--- config.mk ---
export PLATFORM = sky130hd
export DESIGN_NAME = sha256_byte_stream_hasher
export DESIGN_NICKNAME = d
export VERILOG_FILES = /design/src/hdl/sha256_pkg.sv /design/src/hdl/sha256_core.sv /design/src/hdl/sha256_byte_stream_hasher.sv
export SDC_FILE = /design/constraint.sdc
export NUM_CORES = 2
export LEC_CHECK = 0
export BUFFER_PORTS_ARGS = -buffer_cell sky130_fd_sc_hd__buf_2
export CAP_MARGIN = 40
export CORE_UTILIZATION = 59
export DETAILED_ROUTE_END_ITERATION = 7
export GPL_TIMING_DRIVEN = 0
export PLACE_DENSITY = 0.76
export RECOVER_POWER = 100
export SYNTH_ARGS = -nofsm -noshare
export SYNTH_HDL_FRONTEND = slang
export SYNTH_HIERARCHICAL = 1
export SYNTH_SLANG_ARGS = --single-unit
--- constraint.sdc ---
create_clock -name clock -period 32.7 [get_ports clock]
set_input_delay 4.905 -clock clock [delete_from_list [all_inputs] [get_ports clock]]
set_output_delay 4.905 -clock clock [all_outputs]
set_load 0.005 [all_outputs]
--- src/hdl/sha256_pkg.sv ---
// sha-256 package: round constants, initial hash, state machine type and helpers
// used by sha256_core and the top level sha256_byte_stream_hasher
package sha256_pkg;

   localparam int unsigned BlockWords = 16;
   localparam int unsigned HashWords = 8;
   localparam int unsigned Rounds = 64;

   typedef enum logic [2:0] {
      ST_IDLE,
      ST_PAD,
      ST_LEN,
      ST_COMP,
      ST_OUT
   } state_type;

   typedef struct packed {
      logic start;
      logic busy;
   } comp_ctl_type;

   function automatic logic [31:0] round_k(input logic [5:0] idx);
      logic [31:0] k;
      case (idx)
         6'd0: k = 32'h428a2f98; 6'd1: k = 32'h71374491; 6'd2: k = 32'hb5c0fbcf;
         6'd3: k = 32'he9b5dba5; 6'd4: k = 32'h3956c25b; 6'd5: k = 32'h59f111f1;
         6'd6: k = 32'h923f82a4; 6'd7: k = 32'hab1c5ed5; 6'd8: k = 32'hd807aa98;
         6'd9: k = 32'h12835b01; 6'd10: k = 32'h243185be; 6'd11: k = 32'h550c7dc3;
         6'd12: k = 32'h72be5d74; 6'd13: k = 32'h80deb1fe; 6'd14: k = 32'h9bdc06a7;
         6'd15: k = 32'hc19bf174; 6'd16: k = 32'he49b69c1; 6'd17: k = 32'hefbe4786;
         6'd18: k = 32'h0fc19dc6; 6'd19: k = 32'h240ca1cc; 6'd20: k = 32'h2de92c6f;
         6'd21: k = 32'h4a7484aa; 6'd22: k = 32'h5cb0a9dc; 6'd23: k = 32'h76f988da;
         6'd24: k = 32'h983e5152; 6'd25: k = 32'ha831c66d; 6'd26: k = 32'hb00327c8;
         6'd27: k = 32'hbf597fc7; 6'd28: k = 32'hc6e00bf3; 6'd29: k = 32'hd5a79147;
         6'd30: k = 32'h06ca6351; 6'd31: k = 32'h14292967; 6'd32: k = 32'h27b70a85;
         6'd33: k = 32'h2e1b2138; 6'd34: k = 32'h4d2c6dfc; 6'd35: k = 32'h53380d13;
         6'd36: k = 32'h650a7354; 6'd37: k = 32'h766a0abb; 6'd38: k = 32'h81c2c92e;
         6'd39: k = 32'h92722c85; 6'd40: k = 32'ha2bfe8a1; 6'd41: k = 32'ha81a664b;
         6'd42: k = 32'hc24b8b70; 6'd43: k = 32'hc76c51a3; 6'd44: k = 32'hd192e819;
         6'd45: k = 32'hd6990624; 6'd46: k = 32'hf40e3585; 6'd47: k = 32'h106aa070;
         6'd48: k = 32'h19a4c116; 6'd49: k = 32'h1e376c08; 6'd50: k = 32'h2748774c;
         6'd51: k = 32'h34b0bcb5; 6'd52: k = 32'h391c0cb3; 6'd53: k = 32'h4ed8aa4a;
         6'd54: k = 32'h5b9cca4f; 6'd55: k = 32'h682e6ff3; 6'd56: k = 32'h748f82ee;
         6'd57: k = 32'h78a5636f; 6'd58: k = 32'h84c87814; 6'd59: k = 32'h8cc70208;
         6'd60: k = 32'h90befffa; 6'd61: k = 32'ha4506ceb; 6'd62: k = 32'hbef9a3f7;
         default: k = 32'hc67178f2;
      endcase
      return k;
   endfunction

   function automatic logic [31:0] init_hash(input logic [2:0] idx);
      logic [31:0] h;
      case (idx)
         3'd0: h = 32'h6a09e667; 3'd1: h = 32'hbb67ae85;
         3'd2: h = 32'h3c6ef372; 3'd3: h = 32'ha54ff53a;
         3'd4: h = 32'h510e527f; 3'd5: h = 32'h9b05688c;
         3'd6: h = 32'h1f83d9ab; default: h = 32'h5be0cd19;
      endcase
      return h;
   endfunction

   function automatic logic [31:0] ror(input logic [31:0] x, input int unsigned n);
      return (x >> n) | (x << (32 - n));
   endfunction

endpackage

--- src/hdl/sha256_core.sv ---
// sha-256 compression unit: one round per cycle over a 16-word rolling schedule
// depends on sha256_pkg; block words are loaded one per cycle from the block memory
module sha256_core (
   input  logic                       clock,
   input  logic                       reset,
   input  sha256_pkg::comp_ctl_type   ctl_in,     // start pulses in the cycle before word 0
   input  logic [31:0]                word_in,    // block word streamed in order
   input  logic [255:0]               hash_in,    // chain hash a..h, a in top bits
   output logic [255:0]               hash_out,   // updated chain hash
   output logic                       done
);
   import sha256_pkg::*;

   logic [6:0]   round_ff, round_in;
   logic         run_ff, run_in;
   logic [31:0]  w_ff [BlockWords];
   logic [31:0]  v_ff [HashWords];
   logic [31:0]  wt, s0, s1, t1, t2, big0, big1, ch, maj;
   logic         done_ff, done_in;

   // schedule word, round terms and round counter for this round
   always_comb begin
      s0 = ror(w_ff[1], 7) ^ ror(w_ff[1], 18) ^ (w_ff[1] >> 3);
      s1 = ror(w_ff[14], 17) ^ ror(w_ff[14], 19) ^ (w_ff[14] >> 10);
      wt = (round_ff < 7'd16) ? word_in : (w_ff[0] + s0 + w_ff[9] + s1);
      big1 = ror(v_ff[4], 6) ^ ror(v_ff[4], 11) ^ ror(v_ff[4], 25);
      ch = (v_ff[4] & v_ff[5]) ^ (~v_ff[4] & v_ff[6]);
      t1 = v_ff[7] + big1 + ch + round_k(round_ff[5:0]) + wt;
      big0 = ror(v_ff[0], 2) ^ ror(v_ff[0], 13) ^ ror(v_ff[0], 22);
      maj = (v_ff[0] & v_ff[1]) ^ (v_ff[0] & v_ff[2]) ^ (v_ff[1] & v_ff[2]);
      t2 = big0 + maj;
      run_in = run_ff;
      round_in = round_ff;
      done_in = 1'b0;
      if (ctl_in.start) begin
         run_in = 1'b1;
         round_in = '0;
      end else if (run_ff) begin
         round_in = round_ff + 7'd1;
         if (round_ff == 7'(Rounds - 1)) begin
            run_in = 1'b0;
            done_in = 1'b1;
         end
      end
   end

   always_ff @(posedge clock) begin
      if (reset) begin
         run_ff <= 1'b0;
         round_ff <= '0;
         done_ff <= 1'b0;
      end else begin
         run_ff <= run_in;
         round_ff <= round_in;
         done_ff <= done_in;
      end
   end

   // round datapath; start loads the working variables, rounds follow one per cycle
   always_ff @(posedge clock) begin
      if (run_ff) begin
         for (int i = 0; i < BlockWords - 1; i++) w_ff[i] <= w_ff[i+1];
         w_ff[BlockWords-1] <= wt;
      end
      if (ctl_in.start) begin
         for (int i = 0; i < HashWords; i++) v_ff[i] <= hash_in[255-32*i -: 32];
      end else if (run_ff) begin
         v_ff[7] <= v_ff[6]; v_ff[6] <= v_ff[5]; v_ff[5] <= v_ff[4];
         v_ff[4] <= v_ff[3] + t1;
         v_ff[3] <= v_ff[2]; v_ff[2] <= v_ff[1]; v_ff[1] <= v_ff[0];
         v_ff[0] <= t1 + t2;
      end
   end

   always_comb begin
      for (int i = 0; i < HashWords; i++)
         hash_out[255-32*i -: 32] = hash_in[255-32*i -: 32] + v_ff[i];
   end
   assign done = done_ff;

   assert property (@(posedge clock) disable iff (reset) done |-> !run_ff)
      else $error("done while running");
   assert property (@(posedge clock) disable iff (reset)
      run_ff && !ctl_in.start |-> round_ff < 7'(Rounds))
      else $error("round out of range");
   assert property (@(posedge clock) disable iff (reset) done |=> !done)
      else $error("done held");
   assert property (@(posedge clock) disable iff (reset) run_ff |-> ctl_in.busy)
      else $error("rounds running while the sequencer is not compressing");

endmodule

--- src/hdl/sha256_byte_stream_hasher.sv ---
// sha-256 over a byte stream: top level with block memory and sequencer
// depends on sha256_pkg and sha256_core
//
// channel  dir  handshake        payload
// req      in   tvalid/tready    tdata[7:0] byte, tuser present, tlast message end
// rsp      out  tvalid/tready    tdata[31:0] digest word, tuser[2:0] index, tlast final
//
// bytes are accepted while idle; a byte that fills a block holds the input while
// the core is loaded, runs its rounds and the result is folded into the chain hash
// message end writes the 0x80 word, zeroes each later word of the block and
// compresses it, then zero fills a block with the length when it needs its own block
// then eight digest words are sent, each held while rsp_tready is low
// synchronous reset restores the initial hash and zero length; block memory is not cleared
module sha256_byte_stream_hasher (
   input  logic         clock,
   input  logic         reset,
   input  logic         req_tvalid,
   output logic         req_tready,
   input  logic [7:0]   req_tdata,   // [7:0] data_byte
   input  logic         req_tuser,   // byte_present
   input  logic         req_tlast,   // message_end
   output logic         rsp_tvalid,
   input  logic         rsp_tready,
   output logic [31:0]  rsp_tdata,   // [31:0] digest_word
   output logic [2:0]   rsp_tuser,   // [2:0] word_index
   output logic         rsp_tlast    // final_word
);
   import sha256_pkg::*;

   state_type     state_ff, state_in;
   logic [60:0]   count_ff, count_in;     // message length in bytes
   logic [255:0]  hash_ff;                // chain hash, a in top bits
   logic [255:0]  hash_new;
   logic          last_ff, last_in;       // message end pending after compression
   logic          final_ff, final_in;     // this compression is the last
   logic          pad_more_ff, pad_more_in; // a length-only block follows
   logic [3:0]    pad_ff, pad_in;         // word index during padding
   logic [4:0]    feed_ff, feed_in;       // words sent to the core
   logic [2:0]    out_ff, out_in;
   logic          comp_done;
   comp_ctl_type  ctl;

   // block memory: one write port, one registered read port
   logic [31:0]   mem [BlockWords];
   logic          wr_en;
   logic [3:0]    wr_addr, rd_addr;
   logic [31:0]   wr_data, rd_data_ff;

   logic          accept, present;
   logic [5:0]    pos;
   logic [31:0]   cur_word_ff;            // word being built from bytes
   logic [31:0]   cur_word_in;

   assign accept = req_tvalid && req_tready;
   assign present = req_tuser;
   assign pos = count_ff[5:0];

   always_ff @(posedge clock) begin
      if (wr_en) mem[wr_addr] <= wr_data;
      rd_data_ff <= mem[rd_addr];
   end

   sha256_core u_core (
      .clock    (clock),
      .reset    (reset),
      .ctl_in   (ctl),
      .word_in  (rd_data_ff),
      .hash_in  (hash_ff),
      .hash_out (hash_new),
      .done     (comp_done)
   );

   always_comb begin
      state_in = state_ff;
      count_in = count_ff;
      last_in = last_ff;
      final_in = final_ff;
      pad_more_in = pad_more_ff;
      pad_in = pad_ff;
      feed_in = feed_ff;
      out_in = out_ff;
      cur_word_in = cur_word_ff;
      wr_en = 1'b0;
      wr_addr = pos[5:2];
      wr_data = '0;
      rd_addr = feed_ff[3:0];
      ctl.start = 1'b0;
      ctl.busy = 1'b0;
      req_tready = 1'b0;
      case (state_ff)
         ST_IDLE: begin
            req_tready = 1'b1;
            if (accept) begin
               if (present) begin
                  // bytes gather in cur_word_ff; memory holds whole or partial words
                  wr_en = 1'b1;
                  case (pos[1:0])
                     2'd0: wr_data = {req_tdata, 24'h0};
                     2'd1: wr_data = {cur_word_ff[31:24], req_tdata, 16'h0};
                     2'd2: wr_data = {cur_word_ff[31:16], req_tdata, 8'h0};
                     default: wr_data = {cur_word_ff[31:8], req_tdata};
                  endcase
                  cur_word_in = wr_data;
                  count_in = count_ff + 61'd1;
                  last_in = req_tlast;
                  if (pos == 6'd63) begin
                     final_in = 1'b0;
                     feed_in = '0;
                     state_in = ST_COMP;
                  end else if (req_tlast) begin
                     state_in = ST_PAD;
                  end
               end else if (req_tlast) begin
                  last_in = 1'b1;
                  state_in = ST_PAD;
               end
            end
         end
         ST_PAD: begin
            // append 0x80 at current position, zero the rest of its word
            wr_en = 1'b1;
            case (pos[1:0])
               2'd0: wr_data = 32'h80000000;
               2'd1: wr_data = {cur_word_ff[31:24], 24'h800000};
               2'd2: wr_data = {cur_word_ff[31:16], 16'h8000};
               default: wr_data = {cur_word_ff[31:8], 8'h80};
            endcase
            last_in = 1'b0;
            if (pos[5:2] == 4'd15) begin
               // block already full: compress it, the length goes in a block of its own
               pad_more_in = 1'b1;
               final_in = 1'b0;
               feed_in = '0;
               state_in = ST_COMP;
            end else begin
               pad_in = pos[5:2] + 4'd1;
               pad_more_in = (pos[5:2] == 4'd14);
               final_in = (pos[5:2] != 4'd14);
               state_in = ST_LEN;
            end
         end
         ST_LEN: begin
            // zero fill, then length in words 14 and 15 of the last block
            wr_en = 1'b1;
            wr_addr = pad_ff;
            if (final_ff && pad_ff == 4'd14) wr_data = count_ff[60:29];
            else if (final_ff && pad_ff == 4'd15) wr_data = {count_ff[28:0], 3'b000};
            else wr_data = '0;
            pad_in = pad_ff + 4'd1;
            if (pad_ff == 4'd15) begin
               feed_in = '0;
               state_in = ST_COMP;
            end
         end
         ST_COMP: begin
            // start on entry; read of word k lands as round k runs
            ctl.busy = 1'b1;
            if (feed_ff < 5'd16) feed_in = feed_ff + 5'd1;
            ctl.start = (feed_ff == 5'd0);
            if (comp_done) begin
               if (final_ff) begin
                  out_in = '0;
                  state_in = ST_OUT;
               end else if (pad_more_ff) begin
                  // second padding block: length only
                  pad_more_in = 1'b0;
                  pad_in = '0;
                  final_in = 1'b1;
                  state_in = ST_LEN;
               end else if (last_ff) begin
                  state_in = ST_PAD;
               end else begin
                  state_in = ST_IDLE;
               end
            end
         end
         ST_OUT: begin
            if (rsp_tready) begin
               out_in = out_ff + 3'd1;
               if (out_ff == 3'd7) begin
                  count_in = '0;
                  final_in = 1'b0;
                  pad_in = '0;
                  state_in = ST_IDLE;
               end
            end
         end
         default: state_in = ST_IDLE;
      endcase
   end

   always_ff @(posedge clock) begin
      if (reset) begin
         state_ff <= ST_IDLE;
         count_ff <= '0;
         last_ff <= 1'b0;
         final_ff <= 1'b0;
         pad_more_ff <= 1'b0;
         pad_ff <= '0;
         feed_ff <= '0;
         out_ff <= '0;
         for (int i = 0; i < HashWords; i++) hash_ff[255-32*i -: 32] <= init_hash(3'(i));
      end else begin
         state_ff <= state_in;
         count_ff <= count_in;
         last_ff <= last_in;
         final_ff <= final_in;
         pad_more_ff <= pad_more_in;
         pad_ff <= pad_in;
         feed_ff <= feed_in;
         out_ff <= out_in;
         if (comp_done) hash_ff <= hash_new;
         else if (state_ff == ST_OUT && rsp_tready && out_ff == 3'd7)
            for (int i = 0; i < HashWords; i++) hash_ff[255-32*i -: 32] <= init_hash(3'(i));
      end
   end

   always_ff @(posedge clock) begin
      cur_word_ff <= cur_word_in;
   end

   assign rsp_tvalid = (state_ff == ST_OUT);
   assign rsp_tdata = hash_ff[255-32*out_ff -: 32];
   assign rsp_tuser = out_ff;
   assign rsp_tlast = (out_ff == 3'd7);

   assert property (@(posedge clock) disable iff (reset) rsp_tvalid |-> !req_tready)
      else $error("input open during digest output");
   assert property (@(posedge clock) disable iff (reset)
      comp_done |-> state_ff == ST_COMP)
      else $error("compression finished outside compress state");
   assert property (@(posedge clock) disable iff (reset)
      rsp_tvalid && rsp_tready && rsp_tlast |=> count_ff == '0)
      else $error("length not cleared after digest");

endmodule
# Word level (Yosys, flattened, before mapping)
# Memories as Yosys holds them, arrays and structs flattened. A register that Yosys moved wholly into a read port is not among the register bits.
# Cells that the tools add are included.
[op_classes] addsub=25 multipliers=0 n_div=0 order_cmp=2 n_eq_ne=28 n_shift=1 muxes=92 bitwise=36 n_reduce_logical=28
[ops] op="32-bit adder" count=18
[ops] op="256-bit 2-to-1 mux" count=2
[ops] op="32-bit 2-to-1 mux" count=13
[ops] op="32-bit case mux with 3 select lines" count=3
[ops] op="32-bit XOR" count=9
[ops] op="287-bit by 33-bit indexed part select with 32-bit output" count=1
[ops] op="61-bit 2-to-1 mux" count=4
[ops] op="32-bit bitwise AND" count=5
[ops] op="61-bit case mux with 2 select lines" count=1
[ops] op="61-bit by 1-bit adder with 61-bit output, second input constant" count=1
[ops] op="3-bit 2-to-1 mux" count=12
[ops] op="1-bit 2-to-1 mux" count=32
[ops] op="32-bit NOT" count=1
[ops] op="10-bit by 32-bit OR with 32-bit output" count=1
[ops] op="13-bit by 32-bit OR with 32-bit output" count=1
[ops] op="14-bit by 32-bit OR with 32-bit output" count=1
[ops] op="15-bit by 32-bit OR with 32-bit output" count=1
[ops] op="19-bit by 32-bit OR with 32-bit output" count=1
[ops] op="21-bit by 32-bit OR with 32-bit output" count=1
[ops] op="25-bit by 32-bit OR with 32-bit output" count=1
[ops] op="26-bit by 32-bit OR with 32-bit output" count=1
[ops] op="30-bit by 32-bit OR with 32-bit output" count=1
[ops] op="7-bit by 32-bit OR with 32-bit output" count=1
[ops] op="32-bit by 22-bit XOR with 32-bit output" count=1
[ops] op="44 further kinds" count=99
[totals] ff_bits=376 latchBits=0 mem_bits_rw=1280 mem_bits_ro=2048 inputBits=14 out_inout_bits=38 memories=4
[memory_table] name="(no name shown)" depth=64 width=32 rd=1 rd_clocked_by_memory_dff=1 write_ports=0 line_no="sha256_pkg.sv:24" rtl="case (idx)"
[memory_table] name="mem" depth=16 width=32 rd=1 rd_clocked_by_memory_dff=1 write_ports=1 line_no="sha256_byte_stream_hasher.sv:44" rtl="logic [31:0] mem [BlockWords];"
[memory_table] name="u_core.w_ff" depth=16 width=32 rd=16 rd_clocked_by_memory_dff=0 write_ports=16 line_no="sha256_core.sv:16" rtl="logic [31:0] w_ff [BlockWords];"
[memory_table] name="u_core.v_ff" depth=8 width=32 rd=8 rd_clocked_by_memory_dff=0 write_ports=8 line_no="sha256_core.sv:17" rtl="logic [31:0] v_ff [HashWords];"

# Logic depth before layout (Yosys ltp)
# An unclocked memory read counts as a cell.
[depth] depth_word=11 ltp_mapped=48

# Modules after synthesis
# The synthesis kept the hierarchy.
[by_module_without_submodules] module="sha256_core" instances=1 cells_each=5436 area_per_inst_um2=55505.7
[by_module_without_submodules] module="sha256_byte_stream_hasher" instances=1 cells_each=2430 area_per_inst_um2=36331.1

# Least setup slack after synthesis
# No wires, ideal clock.
[synth_timing] path_kind="register to register" start="register u_core.run_ff" end="memory u_core.v_ff[0][0], enable pin" arrival_ns=15.289 required_time_ns=32.189 slack_ns=16.900 stages_incl_launch_ff=3 n_path_buf=1 path_cell_list="dfxtp_1 > clkbuf_1 > or2_2"
[synth_lines] item="from (decl)" line_no="sha256_core.sv:15" rtl="logic run_ff, run_in;"
[synth_lines] item="from (signal assigned)" line_no="sha256_core.sv:53" rtl="run_ff <= run_in;"
[synth_lines] item="to (decl)" line_no="sha256_core.sv:17"

==> run summary <==
Tmin final - 12670 ps
critical path's slowest cell - a2111oi_0
Critical Path End Type - flop
CTS sink count - 1712
synthesized netlist cell count - 7866
hold_ws - 370 ps
Slew Limit Fails - 1276
synthesis warning total - 6
Layout Utilization - 0.658
Syn Nets - 8477
power per cell area - 63.3 nW/µm²
multi-input logic area - 41300 µm²
slew margin rel. - -1.58
Worst path most repeated cell - fa_1
Netlist cell types - 105
CP peak stage delay - 1440 ps
Final Hold Vio Count - 0
DRC errors left - 4
CTS max path bufs - 3
clock-pin slew on the worst setup and hold paths - 60 ps
Layout area overhead - 10.5%
RSZ-0062 raised after global routing - false
Register Area - 47300 µm²
number of global-route vias before repair - 66900
Root Buffer - clkbuf_16
Die ar. - 157000 µm²
Core ar. - 154000 µm²
final WL - 333 mm
vias per cell - 6.74
I/O pin count - 52
fraction of layout cells with a size suffix above 1 - 0.0845
worst clock skew - 60.6 ps
H-tree depth - 4
crit share post-route - 0.388
total power - 6.43 mW
GRT overflow - 0
Primary FF master, synth - edfxtp_1
width of the die - 397 µm
first-pass GRT wire length - 470 mm
violated checks - design-rule violations, max-capacitance violations, max-slew violations
DR iter-0 viols - 10800
Hold/Removal Path Class - flop to flop
Critical Path AT - 13340 ps
detailed-route via count - 70300
die span in y - 397 µm
Crit Path Class - flop to flop
IO buf count - 51
asr flop ratio synth - 0
DR WL/cell - 31.9 µm
initial antenna violation count - 22
Critical Path Fanout Max - 6
CTS tree - yes
post-synthesis sequential area ratio - 0.515
fill count - 11500
fmax - 0.0789 GHz
Detailed Place HPWL - 245 mm
most common cell after layout, fill and taps aside - edfxtp_1
max cap viols - 41
Worst Tran Pin Value - 3870 ps
leakage - 37.1 nW
Final TNS setup - 0 ps
outcome - finished, violations left
GPL Wtd Cong - 1.06
largest net degree at the start of global routing - 78
effective utilization at floorplan - 0.595
post-CTS sizing - 0
Clk Latency, worst-skew pair - 850 ps
CTS buffer count - 177
nets@finish - 8830
commonest cells after routing, fill and taps aside - edfxtp_1 (1304), nand2_1 (927), clkbuf_1 (489), xnor2_1 (433), a21oi_1 (416)
synthesized cell area - 91800 µm²
total track usage - 0.419
Seq cells post-synth - 1712
Worst Path Required - 33360 ps
CP startpoint kind - flop
Mean Syn Cell Area - 11.7 µm²
post-CTS setup buffers - 0
antenna-violating nets left - 0
Final setup viols - 0
Peak VDD IR - 64.9 µV
Hold-fix buffers, CTS - 0
Detailed Routing Iterations Pass 1 - 8
row cnt - 144
Post-synth EDFFs - 1304
report_power, final:
part	internal (mW)	switching [mW]	total [mW]
sequential	2.35	0.0229	2.38
clock	1.18	0.922	2.10
combinational	0.728	1.22	1.95
path summary, 6_finish.rpt:
path	from	endpoint	slack, ps	depth (start not counted)
worst max-delay path	u_core/w_ff[1][212]	u_core/v_ff[0][31]	20030	39
worst min-delay path	u_core/w_ff[1][25]	u_core/w_ff[0][249]	370	0
worst min register to register	u_core/w_ff[1][25]	u_core/w_ff[0][249]	370	0
worst max register to register	u_core/w_ff[1][212]	u_core/v_ff[0][31]	20030	39
critical path, delay by kind of cell, from the launching register on:
kind | cells | cell delay [ps]
buffers and inverters | 5 | 480
and+or+nand+nor | 5 | 1190
AOI/OAI and AO/OA | 15 | 4760
xor gates and xnor gates | 4 | 1190
DFF | 1 | 550
adders and majority gates | 10 | 4330
per-stage QoR:
step,cells,area (µm²),setup slack [ps]
5_1_grt,10400,102000,19640
6_report,10400,102000,20030
2_1_floorplan,7866,91800,16900
3_3_place_gp,9961,94600,11510
4_1_cts,10400,103000,20600
3_5_place_dp,10100,96500,20740
state kept, by name (all words and copies together), names as in the netlist, 7 cells and up, named ones only:
register         flops
mem                512
count_ff            61
rd_data_ff          32
hash_ff            256
u_core/w_ff        512
u_core/v_ff        256
u_core/round_ff      7
cur_word_ff         24
routing by layer:
metal | part of all wire | up-vias | global-route usage
li1 | - | 29700 | -
met1 | 0.37 | 34400 | 0.555
met2 | 0.44 | 5077 | 0.633
met3 | 0.13 | 1114 | 0.113
met4 | 0.063 | 18 | 0.219
met5 | 0.00033 | - | 0
logic make-up (layout without fill, tap and decap cells):
group,count (synthesis),after routing,synth area share
AOI/OAI and AO/OA,1807,1807,0.130
xor gates and xnor gates,599,599,0.0574
adders and majority gates,602,602,0.0978
buffers and inverters,823,1331,0.0338
DFF,1712,1712,0.515
muxes,301,301,0.0642
other,0,9,0
and+or+nand+nor,2022,2022,0.101
cells in the mapped netlist, types with 39 or more instances:
library cell	number	area, µm²
nand2_1	927	3480
nor2_1	407	1530
o211ai_1	49	368
nor3_1	70	350
o31ai_1	51	383
nand3_1	109	546
edfxtp_1	1304	39200
a22oi_1	128	961
xor2_1	164	1440
a211oi_1	61	458
a21oi_1	413	2070
and3_1	44	275
fa_1	195	3900
nand2b_1	190	1190
o21a_1	42	315
nor2b_1	58	363
xnor2_1	433	3790
clkbuf_1	360	1350
a31oi_1	54	338
o22ai_1	148	926
o21bai_1	44	330
buf_1	43	161
dfxtp_1	408	8170
mux2_2	64	721
inv_1	402	1510
mux4_2	224	5040
a21o_1	199	1490
o21ai_0	306	1530
ha_1	402	5030
nand4_1	39	244
layout make-up:
type | instances | share of cell area
repair buffers | 174 | 0.0112
clock inverters | 109 | 0.0122
diodes | 9 | 0.000222
plain buffers | 414 | 0.0154
multi-input cells | 5331 | 0.407
inverters | 409 | 0.0151
clock buffers | 225 | 0.0472
flip-flops and latches | 1712 | 0.466
well taps | 2044 | 0.0252
(Power assumes the default switching activity.)
